### src/rtl/core/utf8bc_pkg.sv
// Shared constants and types for the UTF-8 decoder with bidi classification.
`timescale 1ns / 1ps

package utf8bc_pkg;

    localparam int CP_W = 21;
    localparam int OFFSET_W = 10;

    localparam logic [3:0] CLS_L   = 4'd0;
    localparam logic [3:0] CLS_R   = 4'd1;
    localparam logic [3:0] CLS_AL  = 4'd2;
    localparam logic [3:0] CLS_EN  = 4'd3;
    localparam logic [3:0] CLS_AN  = 4'd6;
    localparam logic [3:0] CLS_NSM = 4'd8;
    localparam logic [3:0] CLS_B   = 4'd10;
    localparam logic [3:0] CLS_WS  = 4'd12;
    localparam logic [3:0] CLS_ON  = 4'd13;

    localparam logic [1:0] QDIR_LTR     = 2'd0;
    localparam logic [1:0] QDIR_RTL     = 2'd1;
    localparam logic [1:0] QDIR_MIXED   = 2'd2;
    localparam logic [1:0] QDIR_NEUTRAL = 2'd3;

    localparam logic [CP_W-1:0]     REPLACEMENT_CP   = 21'h00FFFD;
    localparam logic [OFFSET_W-1:0] OFFSET_MAX       = 10'd1023;
    localparam logic [OFFSET_W-1:0] SCAN_LIMIT_RESET = 10'd100;

    typedef struct packed {
        logic [3:0]      cls;
        logic            is_mirrored;
        logic [CP_W-1:0] mirror_code;
    } class_info_t;

endpackage

### src/rtl/core/utf8bc_classify.sv
// Bidi class and mirror lookup (brackets and quotation marks) for one code point.
`timescale 1ns / 1ps

module utf8bc_classify
    import utf8bc_pkg::*;
(
    input  logic [CP_W-1:0] cp,
    output class_info_t     info
);

    logic [3:0]      cls;
    logic [CP_W-1:0] mir;

    always_comb
    begin
        if (cp inside {[21'h000600:21'h0006FF]})
        begin
            if (cp inside {[21'h000660:21'h000669]})
                cls = CLS_AN;
            else if (cp inside {[21'h0006F0:21'h0006F9]})
                cls = CLS_EN;
            else if (cp inside {[21'h00064B:21'h00065F]} || cp == 21'h000670)
                cls = CLS_NSM;
            else
                cls = CLS_AL;
        end
        else if (cp inside {[21'h000750:21'h00077F], [21'h0008A0:21'h0008FF],
                            [21'h00FB50:21'h00FDFF], [21'h00FE70:21'h00FEFF]})
        begin
            cls = CLS_AL;
        end
        else if (cp < 21'h000080)
        begin
            if (cp inside {[21'h41:21'h5A], [21'h61:21'h7A]})
                cls = CLS_L;
            else if (cp inside {[21'h30:21'h39]})
                cls = CLS_EN;
            else if (cp == 21'h20)
                cls = CLS_WS;
            else if (cp == 21'h0A || cp == 21'h0D)
                cls = CLS_B;
            else
                cls = CLS_ON;
        end
        else if (cp inside {[21'h000590:21'h0005FF]})
        begin
            if (cp inside {[21'h000591:21'h0005BD]})
                cls = CLS_NSM;
            else
                cls = CLS_R;
        end
        else
        begin
            cls = CLS_L;
        end
    end

    always_comb
    begin
        case (cp)
            21'h28:   mir = 21'h29;
            21'h29:   mir = 21'h28;
            21'h5B:   mir = 21'h5D;
            21'h5D:   mir = 21'h5B;
            21'h7B:   mir = 21'h7D;
            21'h7D:   mir = 21'h7B;
            21'h3C:   mir = 21'h3E;
            21'h3E:   mir = 21'h3C;
            21'hAB:   mir = 21'hBB;
            21'hBB:   mir = 21'hAB;
            21'h2018: mir = 21'h2019;
            21'h2019: mir = 21'h2018;
            21'h201C: mir = 21'h201D;
            21'h201D: mir = 21'h201C;
            21'h2039: mir = 21'h203A;
            21'h203A: mir = 21'h2039;
            default:  mir = cp;
        endcase
    end

    assign info.cls         = cls;
    assign info.mirror_code = mir;
    assign info.is_mirrored = (mir != cp);

endmodule

### src/rtl/core/utf8_bidi_classifier_core.sv
// Streaming UTF-8 decoder with simplified bidi classification and text summary.
// A character's result passes the decode register (s1) and then the output register.
// One byte per cycle unless out_ready stalls; decode and classify stage: one register each.
// Continuation bytes that neither complete a character nor carry last_byte give no result.
// Reset (rst_n low, asynchronous) clears all text state and sets the scan limit to 100.
`timescale 1ns / 1ps

module utf8_bidi_classifier_core
    import utf8bc_pkg::*;
(
    input  logic                clk,
    input  logic                rst_n,

    input  logic                cfg_valid,
    output logic                cfg_ready,
    input  logic [OFFSET_W-1:0] scan_limit_bytes,

    input  logic                in_valid,
    output logic                in_ready,
    input  logic [7:0]          in_byte,
    input  logic                last_byte,

    output logic                out_valid,
    input  logic                out_ready,
    output logic [CP_W-1:0]     code_point,
    output logic [3:0]          bidi_class,
    output logic                is_mirrored,
    output logic [CP_W-1:0]     mirror_code,
    output logic                text_end,
    output logic                base_rtl,
    output logic [1:0]          quick_direction,
    output logic                has_arabic
);

    // Configuration and decode state.
    logic [OFFSET_W-1:0] scan_limit_reg;
    logic [1:0]          bytes_left_reg, bytes_left_next, left_dec;
    logic [CP_W-1:0]     partial_reg, partial_next;
    logic [OFFSET_W-1:0] offset_reg, offset_next;
    logic                win_reg, win_next;
    logic                emit;
    logic [CP_W-1:0]     dec_cp;

    // Decoded character waiting for classification.
    logic                s1_valid_reg;
    logic [CP_W-1:0]     s1_cp_reg;
    logic                s1_last_reg;
    logic                s1_win_reg;

    // Text summary.
    logic base_found_reg, base_found_next;
    logic base_rtl_reg, base_rtl_next;
    logic seen_rtl_reg, seen_rtl_next;
    logic seen_ltr_reg, seen_ltr_next;
    logic seen_arabic_reg, seen_arabic_next;

    logic        out_valid_reg;
    logic        in_fire;
    logic        out_adv;
    logic        s1_fire;
    class_info_t info;
    logic        strong_rtl, strong_ltr;
    logic [1:0]  qdir;

    assign cfg_ready = 1'b1;
    assign out_adv   = !out_valid_reg || out_ready;
    assign in_ready  = !s1_valid_reg || out_adv;
    assign in_fire   = in_valid && in_ready;
    assign s1_fire   = s1_valid_reg && out_adv;
    assign out_valid = out_valid_reg;
    assign left_dec  = bytes_left_reg - 2'd1;

    always_ff @(posedge clk or negedge rst_n)
    begin
        if (!rst_n)
            scan_limit_reg <= SCAN_LIMIT_RESET;
        else if (cfg_valid && cfg_ready)
            scan_limit_reg <= scan_limit_bytes;
    end

    always_comb
    begin
        bytes_left_next = bytes_left_reg;
        partial_next    = partial_reg;
        offset_next     = offset_reg;
        win_next        = win_reg;
        emit            = 1'b0;
        dec_cp          = '0;
        if (in_fire)
        begin
            if (bytes_left_reg == 2'd0)
            begin
                win_next = (offset_reg < scan_limit_reg);
                case (in_byte) inside
                    8'b0???????:
                    begin
                        dec_cp = {13'd0, in_byte};
                        emit   = 1'b1;
                    end
                    8'b110?????:
                    begin
                        partial_next    = {10'd0, in_byte[4:0], 6'd0};
                        bytes_left_next = 2'd1;
                    end
                    8'b1110????:
                    begin
                        partial_next    = {5'd0, in_byte[3:0], 12'd0};
                        bytes_left_next = 2'd2;
                    end
                    8'b11110???:
                    begin
                        partial_next    = {in_byte[2:0], 18'd0};
                        bytes_left_next = 2'd3;
                    end
                    default:
                    begin
                        dec_cp = REPLACEMENT_CP;
                        emit   = 1'b1;
                    end
                endcase
            end
            else
            begin
                bytes_left_next = left_dec;
                case (left_dec)
                    2'd0:    partial_next = partial_reg | {15'd0, in_byte[5:0]};
                    2'd1:    partial_next = partial_reg | {9'd0, in_byte[5:0], 6'd0};
                    default: partial_next = partial_reg | {3'd0, in_byte[5:0], 12'd0};
                endcase
                if (left_dec == 2'd0)
                begin
                    dec_cp = partial_next;
                    emit   = 1'b1;
                end
            end
            // A sequence cut off by the end of text is emitted with zero fill.
            if (last_byte && !emit)
            begin
                dec_cp = partial_next;
                emit   = 1'b1;
            end
            if (offset_reg != OFFSET_MAX)
                offset_next = offset_reg + 10'd1;
            if (last_byte)
            begin
                bytes_left_next = 2'd0;
                partial_next    = '0;
                offset_next     = '0;
            end
        end
    end

    always_ff @(posedge clk or negedge rst_n)
    begin
        if (!rst_n)
        begin
            bytes_left_reg <= 2'd0;
            partial_reg    <= '0;
            offset_reg     <= '0;
            win_reg        <= 1'b0;
        end
        else
        begin
            bytes_left_reg <= bytes_left_next;
            partial_reg    <= partial_next;
            offset_reg     <= offset_next;
            // The window flag of the last character is not needed past its transaction.
            win_reg        <= (in_fire && last_byte) ? 1'b0 : win_next;
        end
    end

    always_ff @(posedge clk or negedge rst_n)
    begin
        if (!rst_n)
            s1_valid_reg <= 1'b0;
        else if (in_ready)
            s1_valid_reg <= in_fire && emit;
    end

    always_ff @(posedge clk)
    begin
        if (in_fire && emit)
        begin
            s1_cp_reg   <= dec_cp;
            s1_last_reg <= last_byte;
            s1_win_reg  <= win_next;
        end
    end

    utf8bc_classify u_classify
    (
        .cp   (s1_cp_reg),
        .info (info)
    );

    assign strong_rtl = (info.cls == CLS_R) || (info.cls == CLS_AL);
    assign strong_ltr = (info.cls == CLS_L);

    always_comb
    begin
        seen_arabic_next = seen_arabic_reg || (info.cls == CLS_AL);
        base_found_next  = base_found_reg;
        base_rtl_next    = base_rtl_reg;
        if (!base_found_reg && (strong_rtl || strong_ltr))
        begin
            base_found_next = 1'b1;
            base_rtl_next   = strong_rtl;
        end
        seen_rtl_next = seen_rtl_reg || (s1_win_reg && strong_rtl);
        seen_ltr_next = seen_ltr_reg || (s1_win_reg && strong_ltr);
        if (seen_rtl_next && seen_ltr_next)
            qdir = QDIR_MIXED;
        else if (seen_rtl_next)
            qdir = QDIR_RTL;
        else if (seen_ltr_next)
            qdir = QDIR_LTR;
        else
            qdir = QDIR_NEUTRAL;
    end

    always_ff @(posedge clk or negedge rst_n)
    begin
        if (!rst_n)
        begin
            base_found_reg  <= 1'b0;
            base_rtl_reg    <= 1'b0;
            seen_rtl_reg    <= 1'b0;
            seen_ltr_reg    <= 1'b0;
            seen_arabic_reg <= 1'b0;
            out_valid_reg   <= 1'b0;
        end
        else
        begin
            if (out_adv)
                out_valid_reg <= s1_valid_reg;
            if (s1_fire)
            begin
                if (s1_last_reg)
                begin
                    base_found_reg  <= 1'b0;
                    base_rtl_reg    <= 1'b0;
                    seen_rtl_reg    <= 1'b0;
                    seen_ltr_reg    <= 1'b0;
                    seen_arabic_reg <= 1'b0;
                end
                else
                begin
                    base_found_reg  <= base_found_next;
                    base_rtl_reg    <= base_rtl_next;
                    seen_rtl_reg    <= seen_rtl_next;
                    seen_ltr_reg    <= seen_ltr_next;
                    seen_arabic_reg <= seen_arabic_next;
                end
            end
        end
    end

    always_ff @(posedge clk)
    begin
        if (s1_fire)
        begin
            code_point      <= s1_cp_reg;
            bidi_class      <= info.cls;
            is_mirrored     <= info.is_mirrored;
            mirror_code     <= info.mirror_code;
            text_end        <= s1_last_reg;
            base_rtl        <= s1_last_reg && base_found_next && base_rtl_next;
            quick_direction <= s1_last_reg ? qdir : QDIR_LTR;
            has_arabic      <= s1_last_reg && seen_arabic_next;
        end
    end

    // A final byte always closes the character and restarts the text.
    assert property (@(posedge clk) disable iff (!rst_n)
        in_fire && last_byte |=> bytes_left_reg == 2'd0 && offset_reg == '0)
        else $error("decode state not cleared after final byte");

    // A final byte always produces a result transaction.
    assert property (@(posedge clk) disable iff (!rst_n)
        in_fire && last_byte |=> s1_valid_reg && s1_last_reg)
        else $error("final byte produced no result");

    // Summary fields are zero except on the transaction that closes a text.
    assert property (@(posedge clk) disable iff (!rst_n)
        out_valid_reg && !text_end |-> !base_rtl && quick_direction == QDIR_LTR && !has_arabic)
        else $error("summary fields set outside text end");

    // A decoded character held back by a stalled output keeps its value.
    assert property (@(posedge clk) disable iff (!rst_n)
        s1_valid_reg && !out_adv |=> s1_valid_reg && $stable(s1_cp_reg) && $stable(s1_last_reg))
        else $error("pending character lost while stalled");

    // The mirrored flag agrees with the mirror code.
    assert property (@(posedge clk) disable iff (!rst_n)
        out_valid_reg |-> is_mirrored == (mirror_code != code_point))
        else $error("mirror flag inconsistent");

endmodule

### config.mk
export PLATFORM = sky130hd
export DESIGN_NAME = utf8_bidi_classifier_core
export DESIGN_NICKNAME = d
export VERILOG_FILES = /design/src/rtl/core/utf8bc_pkg.sv /design/src/rtl/core/utf8bc_classify.sv /design/src/rtl/core/utf8_bidi_classifier_core.sv
export SDC_FILE = /design/constraint.sdc
export NUM_CORES = 1
export LEC_CHECK = 0
export BUFFER_PORTS_ARGS = -buffer_cell sky130_fd_sc_hd__buf_2
export CORE_MARGIN = 10
export CORE_UTILIZATION = 64
export DETAILED_ROUTE_END_ITERATION = 16
export GPL_TIMING_DRIVEN = 0
export HOLD_SLACK_MARGIN = 0.05
export PLACE_DENSITY_LB_ADDON = 0.2
export SYNTH_ARGS = -nofsm -noshare
export SYNTH_HDL_FRONTEND = slang
export SYNTH_HIERARCHICAL = 1
export SYNTH_SLANG_ARGS = --single-unit
### constraint.sdc
create_clock -name clk -period 4.9 [get_ports clk]
set_input_delay 0.98 -clock clk [delete_from_list [all_inputs] [get_ports clk]]
set_output_delay 0.98 -clock clk [all_outputs]
set_load 0.03 [all_outputs]
After elaboration in Yosys (flattened, before gate mapping):

Cells that the tools add are included.

* muxes and demuxes: 57
* equality and inequality tests: 30
* order comparisons: 28
* reduce and logical (&&, ||, !) cells: 47
* add/sub/neg operators: 2
* bitwise operators: 4

Operator list (number)
* case mux 21 bit (16 select lines): 1
* 2-to-1 mux 21 bit: 9
* >= comparator 21 x 11 -> 1 bit (second input constant): 7
* <= comparator 21 x 11 -> 1 bit (second input constant): 7
* equality test 21 x 14 -> 1 bit (second input constant): 6
* equality test 21 x 6 -> 1 bit (second input constant): 5
* equality test 21 x 7 -> 1 bit (second input constant): 4
* 2-to-1 mux 16 bit: 4
* 2-to-1 mux 4 bit: 11
* equality test 21 x 4 -> 1 bit (second input constant): 2
* equality test 21 x 8 -> 1 bit (second input constant): 2
* >= comparator 21 x 16 -> 1 bit (second input constant): 2
* >= comparator 21 x 7 -> 1 bit (second input constant): 2
* <= comparator 21 x 16 -> 1 bit (second input constant): 2
* <= comparator 21 x 7 -> 1 bit (second input constant): 2
* case mux 21 bit (2 select lines): 1
* logical AND 1 bit: 25
* equality test 21 x 11 -> 1 bit (second input constant): 1
* >= comparator 21 x 12 -> 1 bit (second input constant): 1
* >= comparator 21 x 6 -> 1 bit (second input constant): 1
* <= comparator 21 x 12 -> 1 bit (second input constant): 1
* <= comparator 21 x 6 -> 1 bit (second input constant): 1
* less-than comparator 21 x 8 -> 1 bit (second input constant): 1
* inequality test 21 bit: 1
* other kinds (29): 69

* word-level logic and storage cells: 192
* output and inout bits: 55
* input port bits: 24
* flip-flop bits (word level): 126

Longest topological paths before layout:

* depth after elaboration: 16
* depth in mapped cells: 14
* mapped depth without buffers: 12

By module:

The synthesis kept the hierarchy.

By module, submodules not included
* utf8_bidi_classifier_core: cells each 511, sequential area each 3532.1 um^2, area an instance 5844.4 um^2, instances 1
* utf8bc_classify: cells each 184, sequential area each 0.0 um^2, area an instance 1122.3 um^2, instances 1

Worst setup path before layout:

Ideal clock, no wire load.

* path type: in2reg
* start point: input out_ready
* end point: register s1_cp_reg[0] (enable)
* library setup time: 0.403 ns
* cell stages on the path: 5
* path buffers: 2
* arrival: 2.931 ns
* required time: 4.497 ns
* slack: 1.566 ns
* cell sequence: nand3b_1 nand2_1 buf_2 buf_1 nor2_1

* word-level cells in the longest chain between the ends: 5

Ends and longest elaborated chain
* start: declaration: line utf8_bidi_classifier_core.sv:24 `input logic out_ready,`
* logical OR 1 bit (*): line utf8_bidi_classifier_core.sv:66 `assign out_adv = !out_valid_reg || out_ready;`
* logical OR 1 bit (*): line utf8_bidi_classifier_core.sv:67 `assign in_ready = !s1_valid_reg || out_adv;`
* logical AND 1 bit (*): line utf8_bidi_classifier_core.sv:68 `assign in_fire = in_valid && in_ready;`
* 2-to-1 mux 1 bit: line utf8_bidi_classifier_core.sv:89 `if (in_fire)`
* logical AND 1 bit (*): line utf8_bidi_classifier_core.sv:182 `if (in_fire && emit)`
* end signal: assignment: line utf8_bidi_classifier_core.sv:184 `s1_cp_reg <= dec_cp;`
* end: declaration: line utf8_bidi_classifier_core.sv:46 `logic [CP_W-1:0] s1_cp_reg;`

Mark *: on every way between the ends. The rest lies on a longest branch, timed or not.
A chain may end at the register's enable or synchronous reset.

==> flow_summary_export.csv <==
group,metric,value,unit
synthesis,ys_warn_count,6,
layout,layout_commonest_cell,"buf_2",
sta,fin_skew,0.007405,ns
placed_design,gp_congestion,0.9264,
run_status,outcome,"completed",
layout,fillers,763,
global_routing,grt-busiest-layer,"met2",
sta,finalCritPeriodShare,0.7769,
detailed_routing,drt-wirelength-per-cell,19.24,µm
global_routing,use_met1,0.2788,
placed_design,dpl.hpwl,12.76,mm
global_routing,grt_max_degree,52,
detailed_routing,drt_wl_total,18.06,mm
setup_path,worst-endpoint-arrival,4.08,ns
setup_path,startpoint_type,"flop",
floorplanning,dieArea,15460,µm²
worst_hold_path,worstHoldPathType,"reg2reg",
synthesis,postSynthAreaPerCell,10.02,µm²
detailed_routing,drt_iter0_markers,672,
clock_tree,ctsHoldBuffers,0,
layout,mostFrequentLayoutCells,"88 x buf_2, 75 x edfxtp_1, 66 x nand2_1",
synthesis,synth_area,6967,µm²
setup_path,crit_path_end_kind,"flop",
floorplanning,io_pins,79,
floorplanning,die_w,124.3,µm
layout,area_growth,16.24,%
sta,max_slew_margin,0.2020,
setup_path,crit_required,5.17,ns
synthesis,ys.flop_type,"edfxtp_1",
floorplanning,core_area,10750,µm²
sta,grt_setup_unrepaired,"no",
sta,tightestPinTransition,1.197,ns
sta,fin_crit,3.807,ns
sta,tns,0,ns
setup_path,crit_fanout,10,
clock_tree,clk_pin_slew_worst_paths,0.05,ns
floorplanning,rows,38,
run,max-cap-violations,0,
synthesis,synth_nets,735,
pwr,power,4.682,mW
synthesis,syn-instance-count,695,
layout,seq_area,3532,µm²
pwr,power_density,578.2,nW/µm²
clock_tree,cts_tree,"built",
detailed_routing,drc,0,
pwr,leakagePower,3.226,nW
detailed_routing,dr.pass1.iters,6,
setup_path,crit_start,"s1_cp_reg[5]",
worst_hold_path,worstHoldStart,"s1_cp_reg[2]",
pwr,peakVddDrop,0.0003852,V
floorplanning,start_util,0.6483,
global_routing,grt_use_total,0.2300,
sta,hold_viol_final,0,
layout,nets,826,
setup_path,critPathKind,"reg2reg",
global_routing,grt_overflow,0,
synthesis,synthArstFlopShare,0.4048,
layout,drive_gt1_frac,0.1952,
placed_design,port_buffers,70,
clock_tree,clock_sinks,126,
sta,fmax,262.7,MHz
detailed_routing,avgViaCountPerCell,6.405,
clock_tree,clock_latency,0.52,ns
sta,slew_violations,0,
synthesis,synth-seq-cells,126,
sta,setup_viol,0,
clock_tree,root_buffer,"clkbuf_8",
clock_tree,clk_path_buf_depth,2,
clock_tree,cts.repair.resized,0,
synthesis,ys_types,82,
global_routing,grt_use_met3,0.06043,
synthesis,ys_seq_area_frac,0.5070,
clock_tree,cts_setup_buffers,0,
detailed_routing,postRouteAntennaNets,0,
layout,diodes,0,
global_routing,grt_pass1_wl,29.46,mm
layout,multi_input_area,3073,µm²
global_routing,met2_usage,0.3756,
detailed_routing,dr_total_vias,6014,
floorplanning,die_y,124.3,µm
clock_tree,cts_max_level,4,
global_routing,antenna_found_initial,0,
synthesis,synth_edf_count,75,
setup_path,rr_startpoint,"s1_cp_reg[5]",
global_routing,grt_pass1_vias,5831,
clock_tree,cts_made_buffers,17,
## metrics by stage
| step | cell area (µm²) | instances | setup slack (ns) | hold slack, ns | util |
|---|---|---|---|---|---|
| after floorplan | 6967 | 695 | 1.566 | 0.4206 | - |
| after global placement | 7492 | 905 | 1.005 | 0.4423 | 0.6973 |
| after detailed placement | 7531 | 907 | 1.214 | 0.4335 | 0.7009 |
| after CTS | 8098 | 939 | 1.164 | 0.4482 | 0.7536 |
| after global routing | 8098 | 939 | 0.9743 | 0.4562 | 0.7536 |
| final | 8098 | 939 | 1.093 | 0.4521 | 0.7536 |
## worst paths after layout
| check | end | slack, ns | depth (start not counted) |
|---|---|---|---|
| worst min-delay path | code_point[2] | 0.45 | 0 |
| worst min register to register | code_point[2] | 0.45 | 0 |
| worst max-delay path | quick_direction[1] | 1.09 | 11 |
| worst max register to register | quick_direction[1] | 1.09 | 11 |
| max in group asynchronous | partial_reg[4] | 3.46 | 1 |
| min in group asynchronous | partial_reg[13] | 0.68 | 1 |
## critical path: stages (launching register included)
cell	delay (ns)
edfxtp_1	0.53
clkbuf_1	0.32
or3b_2	0.53
o22a_1	0.19
o221ai_1	0.20
nand3_1	0.13
a21oi_1	0.57
xnor2_1	0.15
nor3_1	0.29
a21oi_1	0.17
ha_1	0.31
and2_1	0.16
## layout make-up
| cell class | count | share of cell area |
|---|---|---|
| timing repair buffer | 72 | 0.04759 |
| buffer | 66 | 0.03585 |
| sequential | 126 | 0.4362 |
| multi-input combinational | 483 | 0.3795 |
| tap | 140 | 0.02163 |
| clock buffer | 17 | 0.05114 |
| inverter | 20 | 0.009271 |
| clock inverter | 15 | 0.01885 |
## cell usage after synthesis (all sizes together) (11+ instances only)
master,number,area [µm²]
inv,20,75.07
nand3,16,85.08
nor2,62,232.7
o21ai,48,244.0
nand2,66,247.7
ha,16,200.2
edfxtp,75,2252
nor4,13,123.9
a22oi,16,120.1
nand4,11,83.83
nor3,30,165.2
a221oi,13,157.6
buf,22,123.9
nand2b,17,106.4
dfrtp,48,1201
a21oi,37,188.9
clkbuf,44,165.2
## cell families (layout without fill, tap and decap cells)
family / after synthesis / count (layout) / synth area share
multiplexers: 5 / 5 / 0.007722
AO/OA/AOI/OAI: 189 / 189 / 0.1895
flip-flops: 126 / 126 / 0.5070
buffers and inverters: 86 / 190 / 0.05226
other: 1 / 1 / 0.0005383
AND/OR/NAND/NOR: 263 / 263 / 0.2029
adder cells (fa/ha/maj): 16 / 16 / 0.02874
XOR/XNOR: 9 / 9 / 0.01132
## metal layers
layer | vias to the layer above | part of all wire
met1 | 2858 | 0.40
met3 | 60 | 0.074
li1 | 2769 | -
met5 | - | 0
met4 | 0 | 0.035
met2 | 327 | 0.49
## power by group
part | leakage (nW) | internal (mW) | switching, mW
logic | 1.56 | 0.582 | 1.19
registers | 1.39 | 1.49 | 0.216
clock network | 0.275 | 0.761 | 0.447
total | 3.23 | 2.83 | 1.85
No activity file was read; power rests on OpenSTA's default activity.
